File: config.mk
export PLATFORM = sky130hd
export DESIGN_NAME = rgb_to_hsv_converter_unit
export DESIGN_NICKNAME = d
export VERILOG_FILES = /design/src/hw/rtl/rhc_pkg.sv /design/src/hw/rtl/rgb_to_hsv_converter_unit.sv /design/src/hw/rtl/rhc_div.sv
export SDC_FILE = /design/constraint.sdc
export NUM_CORES = 1
export LEC_CHECK = 0
export BUFFER_PORTS_ARGS = -buffer_cell sky130_fd_sc_hd__buf_2
export CORE_ASPECT_RATIO = 1.2
export CORE_MARGIN = 2
export CORE_UTILIZATION = 30
export CTS_CLUSTER_SIZE = 30
export DETAILED_ROUTE_END_ITERATION = 7
export GPL_ROUTABILITY_DRIVEN = 0
export SYNTH_ARGS = -nofsm -noshare
export SYNTH_HDL_FRONTEND = slang
export SYNTH_SLANG_ARGS = --single-unit
export TNS_END_PERCENT = 10
File: constraint.sdc
create_clock -name i_clk -period 6.35 [get_ports i_clk]
set_input_delay 1.5875 -clock i_clk [delete_from_list [all_inputs] [get_ports i_clk]]
set_output_delay 1.5875 -clock i_clk [all_outputs]
set_load 0.05 [all_outputs]
File: src/hw/rtl/rhc_pkg.sv
// Shared definitions for the RGB to HSV converter: default widths,
// the controller state type, the hue sector codes and the divider status struct.
// No dependencies.
`default_nettype none

package rhc_pkg;

    // Default field widths.
    localparam int COMPONENT_BITS_DEF = 8;
    localparam int FRACTION_BITS_DEF  = 16;

    // Controller states.
    typedef enum logic [1:0] {
        ST_IDLE,
        ST_CMP,
        ST_DIV,
        ST_DONE
    } t_state;

    // Sector that holds the largest component.
    typedef enum logic [1:0] {
        SEC_RED,
        SEC_GREEN,
        SEC_BLUE
    } t_sector;

    // Status that a serial divider reports to the controller.
    typedef struct packed {
        logic busy;
        logic done;
    } t_div_sts;

endpackage

`default_nettype wire

File: src/hw/rtl/rgb_to_hsv_converter_unit.sv
// Top level of the RGB to HSV converter: request handshakes, color compare,
// sector selection and result assembly. Depends on rhc_pkg and rhc_div.
`default_nettype none

// A request carries one red, green and blue sample. If it matches the last
// stored color, the held hue, saturation and brightness come back with changed
// low after the request passes the compare and done states. For a new color,
// the maximum, minimum and sector are found and the dividers started, then
// the two bit-serial dividers run side by side for saturation and hue, the
// controller sees them finish, and the result is assembled into the output
// register. One request is worked on at a time; a finished result sits in
// the output register, so the next request is taken while it waits. Black
// keeps the held hue and saturation, and gray keeps the held hue.
module rgb_to_hsv_converter_unit #(
    parameter int COMPONENT_BITS = rhc_pkg::COMPONENT_BITS_DEF,
    parameter int FRACTION_BITS  = rhc_pkg::FRACTION_BITS_DEF
) (
    input  wire logic                      i_clk,
    input  wire logic                      i_rst_n,
    input  wire logic                      i_in_valid,
    output logic                           o_in_stall,
    input  wire logic [COMPONENT_BITS-1:0] i_red,
    input  wire logic [COMPONENT_BITS-1:0] i_green,
    input  wire logic [COMPONENT_BITS-1:0] i_blue,
    output logic                           o_out_valid,
    input  wire logic                      i_out_stall,
    output logic [FRACTION_BITS+2:0]       o_hue,
    output logic [FRACTION_BITS:0]         o_saturation,
    output logic [COMPONENT_BITS-1:0]      o_brightness,
    output logic                           o_changed
);
    import rhc_pkg::*;

    localparam int C_W   = COMPONENT_BITS;
    localparam int HUE_W = FRACTION_BITS + 3;
    localparam int Q_W   = FRACTION_BITS + 1;
    localparam logic [HUE_W-1:0] HUE_TWO  = HUE_W'(2) << FRACTION_BITS;
    localparam logic [HUE_W-1:0] HUE_FOUR = HUE_W'(4) << FRACTION_BITS;
    localparam logic [HUE_W-1:0] HUE_SIX  = HUE_W'(6) << FRACTION_BITS;
    localparam logic [Q_W-1:0]   SAT_ONE  = Q_W'(1) << FRACTION_BITS;

    t_state           r_state, n_state;
    logic [C_W-1:0]   r_red, r_green, r_blue;
    logic [C_W-1:0]   r_last_red, r_last_green, r_last_blue;
    logic             r_changed, r_neg, r_upd_hue, r_upd_sat;
    t_sector          r_sector;
    logic [C_W-1:0]   r_bright;
    logic [HUE_W-1:0] r_held_hue;
    logic [Q_W-1:0]   r_held_sat;
    logic [C_W-1:0]   r_held_bright;
    logic             r_out_changed;
    logic             r_out_valid;

    logic             in_accept, out_free, out_load, div_start;
    logic             changed_c, neg_c;
    logic [C_W-1:0]   mx_c, mn_c, mag_c;
    t_sector          sector_c;
    t_div_sts         sat_sts, hue_sts;
    logic [Q_W-1:0]   sat_q, hue_q;
    logic [HUE_W-1:0] hue_base, hue_q_ext, n_hue;

    assign in_accept = i_in_valid && !o_in_stall;
    assign out_free  = !r_out_valid || !i_out_stall;

    // Next state.
    always_comb begin
        n_state = r_state;
        unique case (r_state)
            ST_IDLE: if (i_in_valid) n_state = ST_CMP;
            ST_CMP:  n_state = changed_c ? ST_DIV : ST_DONE;
            ST_DIV:  if (sat_sts.done) n_state = ST_DONE;
            ST_DONE: if (out_free) n_state = ST_IDLE;
            default: n_state = ST_IDLE;
        endcase
    end

    // Controller outputs.
    always_comb begin
        o_in_stall = 1'b1;
        div_start  = 1'b0;
        out_load   = 1'b0;
        unique case (r_state)
            ST_IDLE: o_in_stall = 1'b0;
            ST_CMP:  div_start  = changed_c;
            ST_DIV:  ;
            ST_DONE: out_load   = out_free;
            default: ;
        endcase
    end

    always_ff @(posedge i_clk) begin
        if (!i_rst_n) begin
            r_state <= ST_IDLE;
        end else begin
            r_state <= n_state;
        end
    end

    // Sample register.
    always_ff @(posedge i_clk) begin
        if (in_accept) begin
            r_red   <= i_red;
            r_green <= i_green;
            r_blue  <= i_blue;
        end
    end

    // Compare with the stored color, find max, min, sector and difference.
    always_comb begin
        changed_c = (r_red != r_last_red) || (r_green != r_last_green) ||
                    (r_blue != r_last_blue);
        mx_c = (r_red > r_green) ? r_red : r_green;
        mn_c = (r_red < r_green) ? r_red : r_green;
        if (r_blue > mx_c) mx_c = r_blue;
        if (r_blue < mn_c) mn_c = r_blue;
        priority if (mx_c == r_red) begin
            sector_c = SEC_RED;
            neg_c    = (r_green < r_blue);
            mag_c    = neg_c ? (r_blue - r_green) : (r_green - r_blue);
        end else if (mx_c == r_green) begin
            sector_c = SEC_GREEN;
            neg_c    = (r_blue < r_red);
            mag_c    = neg_c ? (r_red - r_blue) : (r_blue - r_red);
        end else begin
            sector_c = SEC_BLUE;
            neg_c    = (r_red < r_green);
            mag_c    = neg_c ? (r_green - r_red) : (r_red - r_green);
        end
    end

    // Stored color and per-request flags.
    always_ff @(posedge i_clk) begin
        if (!i_rst_n) begin
            r_last_red   <= '0;
            r_last_green <= '0;
            r_last_blue  <= '0;
            r_changed    <= 1'b0;
        end else if (r_state == ST_CMP) begin
            r_changed <= changed_c;
            if (changed_c) begin
                r_last_red   <= r_red;
                r_last_green <= r_green;
                r_last_blue  <= r_blue;
            end
        end
    end

    always_ff @(posedge i_clk) begin
        if (r_state == ST_CMP) begin
            r_sector  <= sector_c;
            r_neg     <= neg_c;
            r_bright  <= mx_c;
            r_upd_sat <= (mx_c != '0);
            r_upd_hue <= (mx_c != mn_c);
        end
    end

    // Saturation divider: min / max.
    rhc_div #(
        .DEN_W (C_W),
        .Q_W   (Q_W)
    ) u_sat_div (
        .i_clk   (i_clk),
        .i_rst_n (i_rst_n),
        .i_start (div_start),
        .i_num   (mn_c),
        .i_den   (mx_c),
        .o_sts   (sat_sts),
        .o_quot  (sat_q)
    );

    // Hue divider: |difference| / (max - min).
    rhc_div #(
        .DEN_W (C_W),
        .Q_W   (Q_W)
    ) u_hue_div (
        .i_clk   (i_clk),
        .i_rst_n (i_rst_n),
        .i_start (div_start),
        .i_num   (mag_c),
        .i_den   (mx_c - mn_c),
        .o_sts   (hue_sts),
        .o_quot  (hue_q)
    );

    // Hue assembly. A negative red-sector hue wraps by six sixths, except
    // when the quotient is zero.
    always_comb begin
        hue_q_ext = HUE_W'(hue_q);
        unique case (r_sector)
            SEC_RED:   hue_base = (r_neg && hue_q != '0) ? HUE_SIX : '0;
            SEC_GREEN: hue_base = HUE_TWO;
            SEC_BLUE:  hue_base = HUE_FOUR;
            default:   hue_base = '0;
        endcase
        n_hue = r_neg ? (hue_base - hue_q_ext) : (hue_base + hue_q_ext);
    end

    // Held results, which also serve as the output payload. The changed flag
    // is copied out so that the next request cannot disturb a waiting result.
    always_ff @(posedge i_clk) begin
        if (!i_rst_n) begin
            r_held_hue    <= '0;
            r_held_sat    <= '0;
            r_held_bright <= '0;
            r_out_changed <= 1'b0;
        end else if (out_load) begin
            r_out_changed <= r_changed;
            if (r_changed) begin
                r_held_bright <= r_bright;
                if (r_upd_sat) r_held_sat <= SAT_ONE - sat_q;
                if (r_upd_sat && r_upd_hue) r_held_hue <= n_hue;
            end
        end
    end

    // Output valid.
    always_ff @(posedge i_clk) begin
        if (!i_rst_n) begin
            r_out_valid <= 1'b0;
        end else if (out_load) begin
            r_out_valid <= 1'b1;
        end else if (!i_out_stall) begin
            r_out_valid <= 1'b0;
        end
    end

    assign o_out_valid  = r_out_valid;
    assign o_hue        = r_held_hue;
    assign o_saturation = r_held_sat;
    assign o_brightness = r_held_bright;
    assign o_changed    = r_out_changed;

    // The two dividers always run in lock step.
    a_div_lockstep: assert property (@(posedge i_clk) disable iff (!i_rst_n)
        sat_sts == hue_sts)
        else $error("saturation and hue dividers out of step");

    // While waiting on the dividers, they are working or just finished.
    a_div_active: assert property (@(posedge i_clk) disable iff (!i_rst_n)
        (r_state == ST_DIV) |-> (sat_sts.busy || sat_sts.done))
        else $error("waiting on an idle divider");

    // A repeated color leaves the held results untouched.
    a_hold_same: assert property (@(posedge i_clk) disable iff (!i_rst_n)
        (out_load && !r_changed) |=>
            ($stable(r_held_hue) && $stable(r_held_sat) && $stable(r_held_bright)))
        else $error("held results changed for a repeated color");

    // Saturation never exceeds one.
    a_sat_range: assert property (@(posedge i_clk) disable iff (!i_rst_n)
        r_held_sat <= SAT_ONE)
        else $error("saturation out of range");

endmodule

`default_nettype wire

File: src/hw/rtl/rhc_div.sv
// Bit-serial restoring divider for fractions num/den with num <= den.
// Produces one quotient bit per cycle, MSB first. Depends on rhc_pkg.
`default_nettype none

module rhc_div #(
    parameter int DEN_W = rhc_pkg::COMPONENT_BITS_DEF,
    parameter int Q_W   = rhc_pkg::FRACTION_BITS_DEF + 1
) (
    input  wire logic             i_clk,
    input  wire logic             i_rst_n,
    input  wire logic             i_start,
    input  wire logic [DEN_W-1:0] i_num,
    input  wire logic [DEN_W-1:0] i_den,
    output rhc_pkg::t_div_sts     o_sts,
    output logic      [Q_W-1:0]   o_quot
);
    import rhc_pkg::*;

    localparam int CNT_W = $clog2(Q_W + 1);

    logic [CNT_W-1:0] r_cnt;
    logic             r_done;
    logic [DEN_W:0]   r_rem;
    logic [DEN_W-1:0] r_den;
    logic [Q_W-1:0]   r_quot;

    logic             ge;
    logic [DEN_W:0]   n_rem;

    // One restoring step: compare, and subtract when it fits; the register below shifts left.
    always_comb begin
        ge    = (r_rem >= {1'b0, r_den});
        n_rem = ge ? (r_rem - {1'b0, r_den}) : r_rem;
    end

    // Step counter and completion pulse.
    always_ff @(posedge i_clk) begin
        if (!i_rst_n) begin
            r_cnt  <= '0;
            r_done <= 1'b0;
        end else begin
            r_done <= (r_cnt == CNT_W'(1));
            if (i_start) begin
                r_cnt <= CNT_W'(Q_W);
            end else if (r_cnt != '0) begin
                r_cnt <= r_cnt - CNT_W'(1);
            end
        end
    end

    // Partial remainder and quotient shift register.
    always_ff @(posedge i_clk) begin
        if (i_start) begin
            r_rem  <= {1'b0, i_num};
            r_den  <= i_den;
            r_quot <= '0;
        end else if (r_cnt != '0) begin
            r_rem  <= {n_rem[DEN_W-1:0], 1'b0};
            r_quot <= {r_quot[Q_W-2:0], ge};
        end
    end

    assign o_sts.busy = (r_cnt != '0);
    assign o_sts.done = r_done;
    assign o_quot     = r_quot;

endmodule

`default_nettype wire
== Yosys cells after proc, flatten, opt, wreduce, memory -nomap -nowiden ==
Index checks and enable logic that the tools add are counted.

* Register bits: 189
* Output and inout port bits: 47
* Bits of input ports: 28

* Magnitude comparators: 8
* Eq/ne operators: 16
* Reductions and logical operators: 22
* Add/subtract/negate cells: 14
* Bitwise logic cells: 1
* Mux-type cells: 35

{| class="wikitable"
|+ Operator list
! kind !! count
|-
| $mux 8 || 15
|-
| $sub 8x8->8 || 9
|-
| $pmux 19 s3 || 1
|-
| $mux 19 || 2
|-
| $lt 8x8->1 || 4
|-
| $ne 8x8->1 || 4
|-
| $mux 5 || 4
|-
| $add 19x17->19 || 1
|-
| $sub 19x17->19 || 1
|-
| $ge 9x8->1 || 2
|-
| $reduce_bool 17->1 || 1
|-
| $sub 17x17->17 const A || 1
|-
| $eq 8x8->1 || 2
|-
| $gt 8x8->1 || 2
|-
| $reduce_bool 5->1 || 2
|-
| $sub 5x1->5 const B || 2
|-
| $reduce_and 3->1 || 3
|-
| $mux 1 || 8
|-
| $mux 2 || 4
|-
| $pmux 2 s4 || 1
|-
| $reduce_bool 8->1 || 1
|-
| $eq 2x2->1 const B || 3
|-
| $eq 5x1->1 const B || 1
|-
| $eq 2x1->1 const B || 2
|-
| 10 further kinds || 20
|}

== Longest topological paths before layout ==
Gate-level depths: netlist of run 1.

* Depth in word-level cells: 8
* Gate-level depth with buffers: 28

== Modules after synthesis ==
From an unflattened synthesis of run 1, not the netlist that was laid out.

* Cell total of the unflattened synthesis: 1443
* Area total of the unflattened synthesis: 12761.0 µm²

{| class="wikitable"
|+ By module, submodules not included
! module !! sequential area each (µm²) !! area an instance (µm²) !! cells each !! times used
|-
| rgb_to_hsv_converter_unit || 2572.5 || 8604.5 || 1023 || 1
|-
| rhc_div || 960.9 || 2078.2 || 210 || 2
|}

== Worst setup path before layout of run 1 ==
Ideal clock, no wire load.

* Kind: register -> register
* Start point: reg r_red[1]
* End point: reg u_hue_div.r_den[7], data pin
* Setup time: 0.261 ns
* Period minus slack after synthesis: 5.858 ns
* Stages on the path, launching flop included: 29
* Data required time: 6.089 ns
* Arrival: 5.597 ns
* Path slack: 0.492 ns
* Cells stage by stage: edfxtp_1 -> clkbuf_1 -> inv_1 -> fa_1 -> and3b_1 -> o21a_2 -> o22a_4 -> buf_6 -> mux2i_1 -> ha_1 -> a21oi_1 -> nor2b_1 -> o21ai_0 -> nand2b_1 -> a311oi_2 -> o21ai_1 -> nand2_2 -> buf_2 -> buf_1 -> nor2_1 -> a21oi_1 -> ha_1 -> a21o_1 -> a21oi_1 -> nor2_1 -> a211o_1 -> a21oi_1 -> o21ai_1 -> xnor2_1

* Cells in the longest elaborated chain, start to end: 5
* Elaborated cells between the ends (all ways): 9
* Classes of those cells: add/sub: 1; order compare: 4; mux: 4

{| class="wikitable"
|+ Ends and longest elaborated chain
! element !! line !! source
|-
| start: declaration || rgb_to_hsv_converter_unit.sv:43 || <nowiki>logic [C_W-1:0] r_red, r_green, r_blue;</nowiki>
|-
| start signal: assignment || rgb_to_hsv_converter_unit.sv:102 || <nowiki>r_red <= i_red;</nowiki>
|-
| $gt 8x8->1 / $lt 8x8->1 (equally long branches) || rgb_to_hsv_converter_unit.sv:112, rgb_to_hsv_converter_unit.sv:113 ||
|-
| $mux 8, on equally long branches || rgb_to_hsv_converter_unit.sv:112, rgb_to_hsv_converter_unit.sv:113 ||
|-
| $gt 8x8->1 / $lt 8x8->1 (equally long branches) || rgb_to_hsv_converter_unit.sv:114, rgb_to_hsv_converter_unit.sv:115 ||
|-
| $mux 8, on equally long branches || rgb_to_hsv_converter_unit.sv:114, rgb_to_hsv_converter_unit.sv:115 ||
|-
| $sub 8x8->8 (*) || rgb_to_hsv_converter_unit.sv:181 || <nowiki>.i_den (mx_c - mn_c),</nowiki>
|-
| net u_hue_div.i_den[7] || rhc_div.sv:13 || <nowiki>input wire logic [DEN_W-1:0] i_den,</nowiki>
|-
| end signal: assignment || rhc_div.sv:55 || <nowiki>r_den <= i_den;</nowiki>
|-
| end: declaration || rhc_div.sv:24 || <nowiki>logic [DEN_W-1:0] r_den;</nowiki>
|}

The timed path passes the listed nets; every way through them passes the cells marked *.
A chain may end at the register's enable or synchronous reset.

== Worst setup path in the final report of run 1 ==
* Start point: reg r_red[0]
* End point: reg u_hue_div.r_den[6], data pin

The elaborated chain is that of the path after synthesis.

==> results of run 1 <==
-- worst max-delay path by stage --
stage,startpoint,to
final,r_red[0]$_DFFE_PP_,u_hue_div.r_den[6]$_DFFE_PP_
after global routing,r_red[0]$_DFFE_PP_,u_hue_div.r_den[6]$_DFFE_PP_
after CTS,r_red[0]$_DFFE_PP_,u_hue_div.r_den[6]$_DFFE_PP_
after detailed placement,r_red[0]$_DFFE_PP_,u_hue_div.r_den[6]$_DFFE_PP_
after global placement,r_red[0]$_DFFE_PP_,u_hue_div.r_den[6]$_DFFE_PP_
after floorplan,r_red[1]$_DFFE_PP_,u_hue_div.r_den[7]$_DFFE_PP_
-- registers in the layout (all words and copies together), names as in the netlist, 9 cells and up --
register,flops
o_hue,19
u_sat_div.o_quot,17
o_saturation,17
u_sat_div.r_rem,9
u_hue_div.o_quot,17
u_hue_div.r_rem,9
-- kinds of logic (layout without fill, tap and decap cells) --
family                   Yosys count  after routing  synth area share
AO/OA/AOI/OAI                    295            295            0.1532
multiplexers                      86             86           0.07156
flip-flops                       189            189            0.3682
AND/OR/NAND/NOR                  449            449            0.1668
buffers and inverters            153            214           0.04911
XOR/XNOR                         112            112           0.08072
adder cells (fa/ha/maj)          102            102            0.1104
-- power by group through the flow --
stage / Sequential, mW / Combinational [mW] / Clock (mW)
finish: 2.11 / 4.95 / 1.10
global route: 2.15 / 5.51 / 1.17
CTS: 2.11 / 4.92 / 1.13
detailed placement: 2.14 / 4.90 / 0
global placement: 2.12 / 4.82 / 0
floorplan: 2.04 / 3.83 / 0
-- cells in the mapped netlist, drive strengths merged (8+ instances only) --
| cell type | number | area share |
|---|---|---|
| a21o | 8 | 0.0049 |
| clkbuf | 59 | 0.018 |
| o21ai | 55 | 0.023 |
| a211oi | 37 | 0.023 |
| xor2 | 33 | 0.024 |
| a31oi | 8 | 0.0041 |
| nand2 | 135 | 0.042 |
| nor2b | 17 | 0.0088 |
| nor2 | 174 | 0.054 |
| edfxtp | 69 | 0.17 |
| ha | 92 | 0.095 |
| o21a | 10 | 0.0063 |
| nand4 | 24 | 0.012 |
| mux2i | 79 | 0.065 |
| inv | 80 | 0.025 |
| buf | 14 | 0.0062 |
| or3 | 15 | 0.0077 |
| xnor2 | 79 | 0.057 |
| fa | 9 | 0.015 |
| dfxtp | 120 | 0.20 |
| and2 | 8 | 0.0041 |
| a21oi | 114 | 0.048 |
| nor3 | 29 | 0.012 |
| a21boi | 8 | 0.0049 |
| nand2b | 11 | 0.0057 |
| o211ai | 11 | 0.0068 |
| nand3 | 11 | 0.0045 |
-- metal layers --
layer  track usage  vias up  wire length [um]
li1              -     4918                 -
met1        0.1867     4647             14020
met5             0        -                 0
met2        0.2550      261             14680
met4       0.05613        0               998
met3       0.02356       58              1469
-- critical path, stage by stage (launching register included) --
cell	delay (ns)
edfxtp_1	0.50
inv_1	0.16
ha_1	0.26
fa_1	0.38
and3b_1	0.24
o21a_2	0.18
o22a_4	0.28
mux2i_1	0.22
buf_4	0.16
ha_1	0.24
a21oi_1	0.15
nor2b_1	0.06
o21ai_0	0.15
nand2b_1	0.12
a311oi_2	0.28
o21ai_1	0.15
buf_4	0.20
a21oi_1	0.32
o221ai_1	0.31
fa_1	0.49
a21o_1	0.17
a21oi_1	0.22
o21bai_1	0.10
a21oi_1	0.18
xnor2_1	0.08
-- area by class of cell --
type,instances,area [um2]
clock inverter,14,162.7
sequential,189,4474
fill,4157,26100
tap,533,666.9
timing repair buffer,102,580.6
multi-input combinational,1044,7108
clock buffer,18,450.4
inverter,80,300.3
-- what timing repair did --
| item | in CTS | in global routing |
|---|---|---|
| endpoints found under the setup margin | 0 | 1 |
| gates resized for setup | 0 | 1 |
| buffers inserted | 0 | 0 |
==> flow_summary.ini, run 1 <==
[timing]
slew_headroom = 0.1814
finalClockSkew_ns = 0.01026
fmax_mhz = 170.9
tightestPinTransition_ns = 1.228
rsz0062_at_grt = no
maxSlewViolCount = 0
period_needed_ns = 5.853
worst_slack_ns = 0.4974
fin_crit_sh = 0.9217
hold_viol = 0
hold_ws_ns = 0.4682
finalSetupTns_ns = 0
report.final.setup_viol = 0

[yosys]
synth-edff-count = 69
ys.flop_type = dfxtp_1
ys_seq_elements = 189
ys_types = 76
async_reset_ff_frac = 0
ys_warn_count = 0
ys_seq_area_frac = 0.3682
mappedNetlistNets = 1515
syn_inst = 1386
syn_area_per_cell_um2 = 8.767
syn_area_mm2 = 0.01215

[global_route]
grt_pass1_wl_um = 49890
antenna_found_initial = 0
grt_max_degree = 79
grt_usage = 0.1482
gr-total-overflow = 0
grt_pass1_vias = 9522

[critical_path]
crit_fanout = 12
endpoint_kind = flip-flop
r2r_end = u_hue_div.r_den[6]$_DFFE_PP_
required_ns = 6.55
rrSetupSlack_ns = 0.50
crit_path_start_kind = flip-flop
rr_worst_depth = 24
crit_arrival_ns = 6.05
critical_path_class = reg -> reg
r2r-start = r_red[0]$_DFFE_PP_

[power]
comb_power_share = 0.606
pwr_density_cell_mw_per_mm2 = 593.7
p_switching_mw = 3.829
switching_share = 0.4693
vdd.ir_drop.worst_v = 0.0003065
p_int_mw = 4.330
finalPower_mw = 8.159
p_leak_nw = 5.682
power.share.clock = 0.135
seq_power_share = 0.259

[worst_hold_path]
hold_depth = 2
hp-start = u_sat_div.o_quot[16]$_SDFFE_PP0P_
min_path_type = reg -> reg
whs_endpoint = u_sat_div.o_quot[16]$_SDFFE_PP0P_

[finish]
diodes = 0
post-route-util = 0.3450
nets = 1563
mostFrequentLayoutCells = 172 x nor2_1, 134 x nand2_1, 120 x dfxtp_1, 111 x a21oi_1, 92 x ha_1
mostFrequentLayoutCell = nor2_1
syn_to_final_growth_pct = 13.10
stdcell_count = 1980
stdcell_area_mm2 = 0.01374
drive_gt1_frac = 0.1106

[clock_tree]
cts_tree = done
clock_latency_ns = 0.44
cts-htree-levels = 4
cts_max_path_buffers = 2
ctsHoldBuffers = 0
cts_root_buffer = clkbuf_16
clkTransAtPathRegs_ns = 0.08
numClockSinks = 189
numCtsBuffers = 17

[flow_run]
cap_violations = 0

[drt]
antenna_left = 0
dr.pass1.iters = 5
wire_per_inst_um = 15.74
vias_per_cell = 4.992
drt-total-wl_um = 31170
drt_iter0_drc = 605
drc_errors = 0
vias = 9884

[placed_design]
dp_hpwl_um = 23600
placedCellCount = 1948
numPortBuffers = 74
placed_area_mm2 = 0.01313
pre_cts_ws_ns = 0.5593

[floorplan]
die_h_um = 224.5
die_x_um = 187.7
num_rows = 80
pin_count = 75
start_util = 0.3050
dieArea_mm2 = 0.04214
core_mm2 = 0.03984

[status]
outcome = finished, final reports clean
No activity file was read; power rests on OpenSTA's default activity.
==> run 2: changes to the inputs <==
ABC_AREA = 1   (was default)
==> run 2 against run 1 <==
Compared with the run above:
- worst hold slack lost 0.016 ns
- area after synthesis shrank 1.5%
- register-to-register slack gained 0.15 ns
- largest cell class unchanged
==> flow_summary.ini, run 2 <==
[timing]
finalSetupTns_ns = 0
maxSlewViolCount = 0
report.final.setup_viol = 0
fin_crit_sh = 0.8987
fmax_mhz = 175.2
worst_slack_ns = 0.6434
hold_viol = 0
period_needed_ns = 5.707
finalClockSkew_ns = 0.01273
rsz0062_at_grt = no
tightestPinTransition_ns = 0.9934
slew_headroom = 0.3370

[critical_path]
rrSetupSlack_ns = 0.64
crit_path_start_kind = flip-flop
rr_worst_depth = 25
r2r_end = u_hue_div.r_den[6]$_DFFE_PP_
crit_arrival_ns = 5.91
crit_fanout = 32
required_ns = 6.55
critical_path_class = reg -> reg
r2r-start = r_red[1]$_DFFE_PP_
endpoint_kind = flip-flop

[global_route]
grt_pass1_vias = 9688
grt_pass1_wl_um = 51090
gr-total-overflow = 0
grt_usage = 0.1540
antenna_found_initial = 0
grt_max_degree = 78

[finish]
largest_reg_flops = 19
post-route-util = 0.3417
diodes = 0
mostFrequentLayoutCell = nand2_1
drive_gt1_frac = 0.1052
stdcell_count = 2120
nets = 1703
syn_to_final_growth_pct = 12.87
mostFrequentLayoutCells = 240 x nand2_1, 204 x inv_1, 135 x o21ai_0, 120 x dfxtp_1, 115 x nor2_1
fill_cells = 4136

[floorplan]
dieArea_mm2 = 0.04152
pin_count = 75
die_h_um = 222.8
start_util = 0.3028
core_mm2 = 0.03954
die_x_um = 186.3
num_rows = 80

[worst_hold_path]
whs_endpoint = u_sat_div.r_done$_SDFF_PN0_
hold_depth = 1
min_path_type = reg -> reg
hp-start = u_sat_div.r_cnt[4]$_SDFFE_PN0P_

[yosys]
synth-edff-count = 69
synth_top_area_cell = dfxtp_1
syn_area_mm2 = 0.01197
ys_warn_count = 0
syn_inst = 1513
syn_area_per_cell_um2 = 7.912
ys_seq_elements = 189
synth.area.top_cells = dfxtp_1 20%, edfxtp_1 17%, ha_1 9.6%
ys.flop_type = dfxtp_1
ys_types = 47
synth.top_cell.area_share = 0.2007
mappedNetlistNets = 1642
synth_commonest_cells = 240 x nand2_1, 205 x inv_1, 135 x o21ai_0
async_reset_ff_frac = 0
ys_seq_area_frac = 0.3738
yosysMostFrequentCell = nand2_1

[clock_tree]
clock_latency_ns = 0.45
numClockSinks = 189
cts_tree = done
cts_root_buffer = clkbuf_16
ctsHoldBuffers = 0
cts_setup_buffers = 0
cts-htree-levels = 4
numCtsBuffers = 17
clkTransAtPathRegs_ns = 0.08
cts_max_path_buffers = 2
cts_resized = 0

[drt]
antenna_left = 0
dr.pass1.iters = 5
drt-total-wl_um = 31920
vias = 10210
wire_per_inst_um = 15.06
vias_per_cell = 4.817
drt_iter0_drc = 691
drc_errors = 0

[placed_design]
numPortBuffers = 74
placedCellCount = 2088
dp_hpwl_um = 24270
pre_cts_ws_ns = 0.6899

[power]
vdd.ir_drop.worst_v = 0.0002747
pwr_density_cell_mw_per_mm2 = 582.9
p_leak_nw = 6.245

[flow_run]
cap_violations = 0

[status]
outcome = finished, final reports clean
==> run 2: cell count changes after synthesis, moves of 32 or more <==
cell,previous run,this run
xnor2_1,79,35
xor2_1,33,66
clkbuf_1,59,27
o21ai_0,49,135
nand3_1,11,92
nor2_1,173,115
nand2_1,134,240
mux2i_1,79,5
inv_1,80,205
==> run 2: how the worst max path moves through the flow <==
stage	startpoint	endpoint	slack (ns)	cells past startpoint
2_1_floorplan	r_red[1]$_DFFE_PP_	u_hue_div.r_den[7]$_DFFE_PP_	1.58	30
3_3_place_gp	r_red[1]$_DFFE_PP_	u_hue_div.r_den[7]$_DFFE_PP_	0.85	27
3_5_place_dp	r_red[1]$_DFFE_PP_	u_hue_div.r_den[7]$_DFFE_PP_	0.69	27
4_1_cts	r_red[1]$_DFFE_PP_	u_hue_div.r_den[7]$_DFFE_PP_	0.68	27
5_1_grt	r_red[1]$_DFFE_PP_	u_hue_div.r_den[7]$_DFFE_PP_	0.05	27
6_report	r_red[1]$_DFFE_PP_	u_hue_div.r_den[6]$_DFFE_PP_	0.64	25
==> run 2: worst max-delay path, cell delays in order, from the launching register on <==
cell,delay [ns]
edfxtp_1,0.57
inv_1,0.25
fa_1,0.46
inv_1,0.08
nand3_1,0.06
nand2_1,0.12
nand2_2,0.07
nand2_4,0.27
nand2_4,0.17
o21ai_0,0.40
inv_1,0.09
ha_1,0.28
nand2_1,0.06
nor2_1,0.15
nand3_1,0.08
nand3b_1,0.45
nand2_2,0.46
nand2_2,0.12
nand2_2,0.13
nand2_1,0.13
fa_1,0.45
nand3_1,0.11
a21boi_0,0.11
o21ai_0,0.17
nand2_1,0.09
xnor2_1,0.13
==> run 2: routing by layer <==
layer,vias up,part of all wire,track usage
met2,249,0.49,0.2652
met4,0,0.027,0.05755
met3,54,0.041,0.02480
li1,5159,-,-
met1,4749,0.45,0.1935
met5,-,0,0
==> run 2: final cells by class <==
| cell class | count | area, um2 | area share |
|---|---|---|---|
| clock inverters | 11 | 142.6 | 0.01056 |
| inverters | 213 | 799.5 | 0.05918 |
| clock buffers | 21 | 480.5 | 0.03556 |
| flip-flops and latches | 189 | 4474 | 0.3312 |
| multi-input cells | 1072 | 6524 | 0.4829 |
| repair buffers | 81 | 422.9 | 0.03130 |
| well taps | 533 | 666.9 | 0.04936 |
==> run 2: stage by stage <==
step,power [mW],cell area [um2],hold WS [ns]
after floorplan,5.648,11970,0.4203
after global placement,6.639,12890,0.4383
after detailed placement,6.726,12890,0.4431
after CTS,7.896,13510,0.4540
after global routing,8.618,13510,0.4824
final,7.876,13510,0.4522
==> run 2: logic make-up after synthesis <==
family	after synthesis	synth area share
AOI/OAI and AO/OA	319	0.1466
DFF	189	0.3738
xor gates and xnor gates	101	0.07390
muxes	5	0.004181
adders and majority gates	101	0.1112
and+or+nand+nor	546	0.2091
buffers and inverters	252	0.08122
==> run 2: power by group <==
| part | switching (mW) | total [mW] | internal (mW) | leakage [nW] |
|---|---|---|---|---|
| clock | 0.503 | 1.14 | 0.636 | 0.311 |
| combinational | 3.03 | 4.63 | 1.60 | 4.30 |
| sequential | 0.284 | 2.10 | 1.82 | 1.63 |
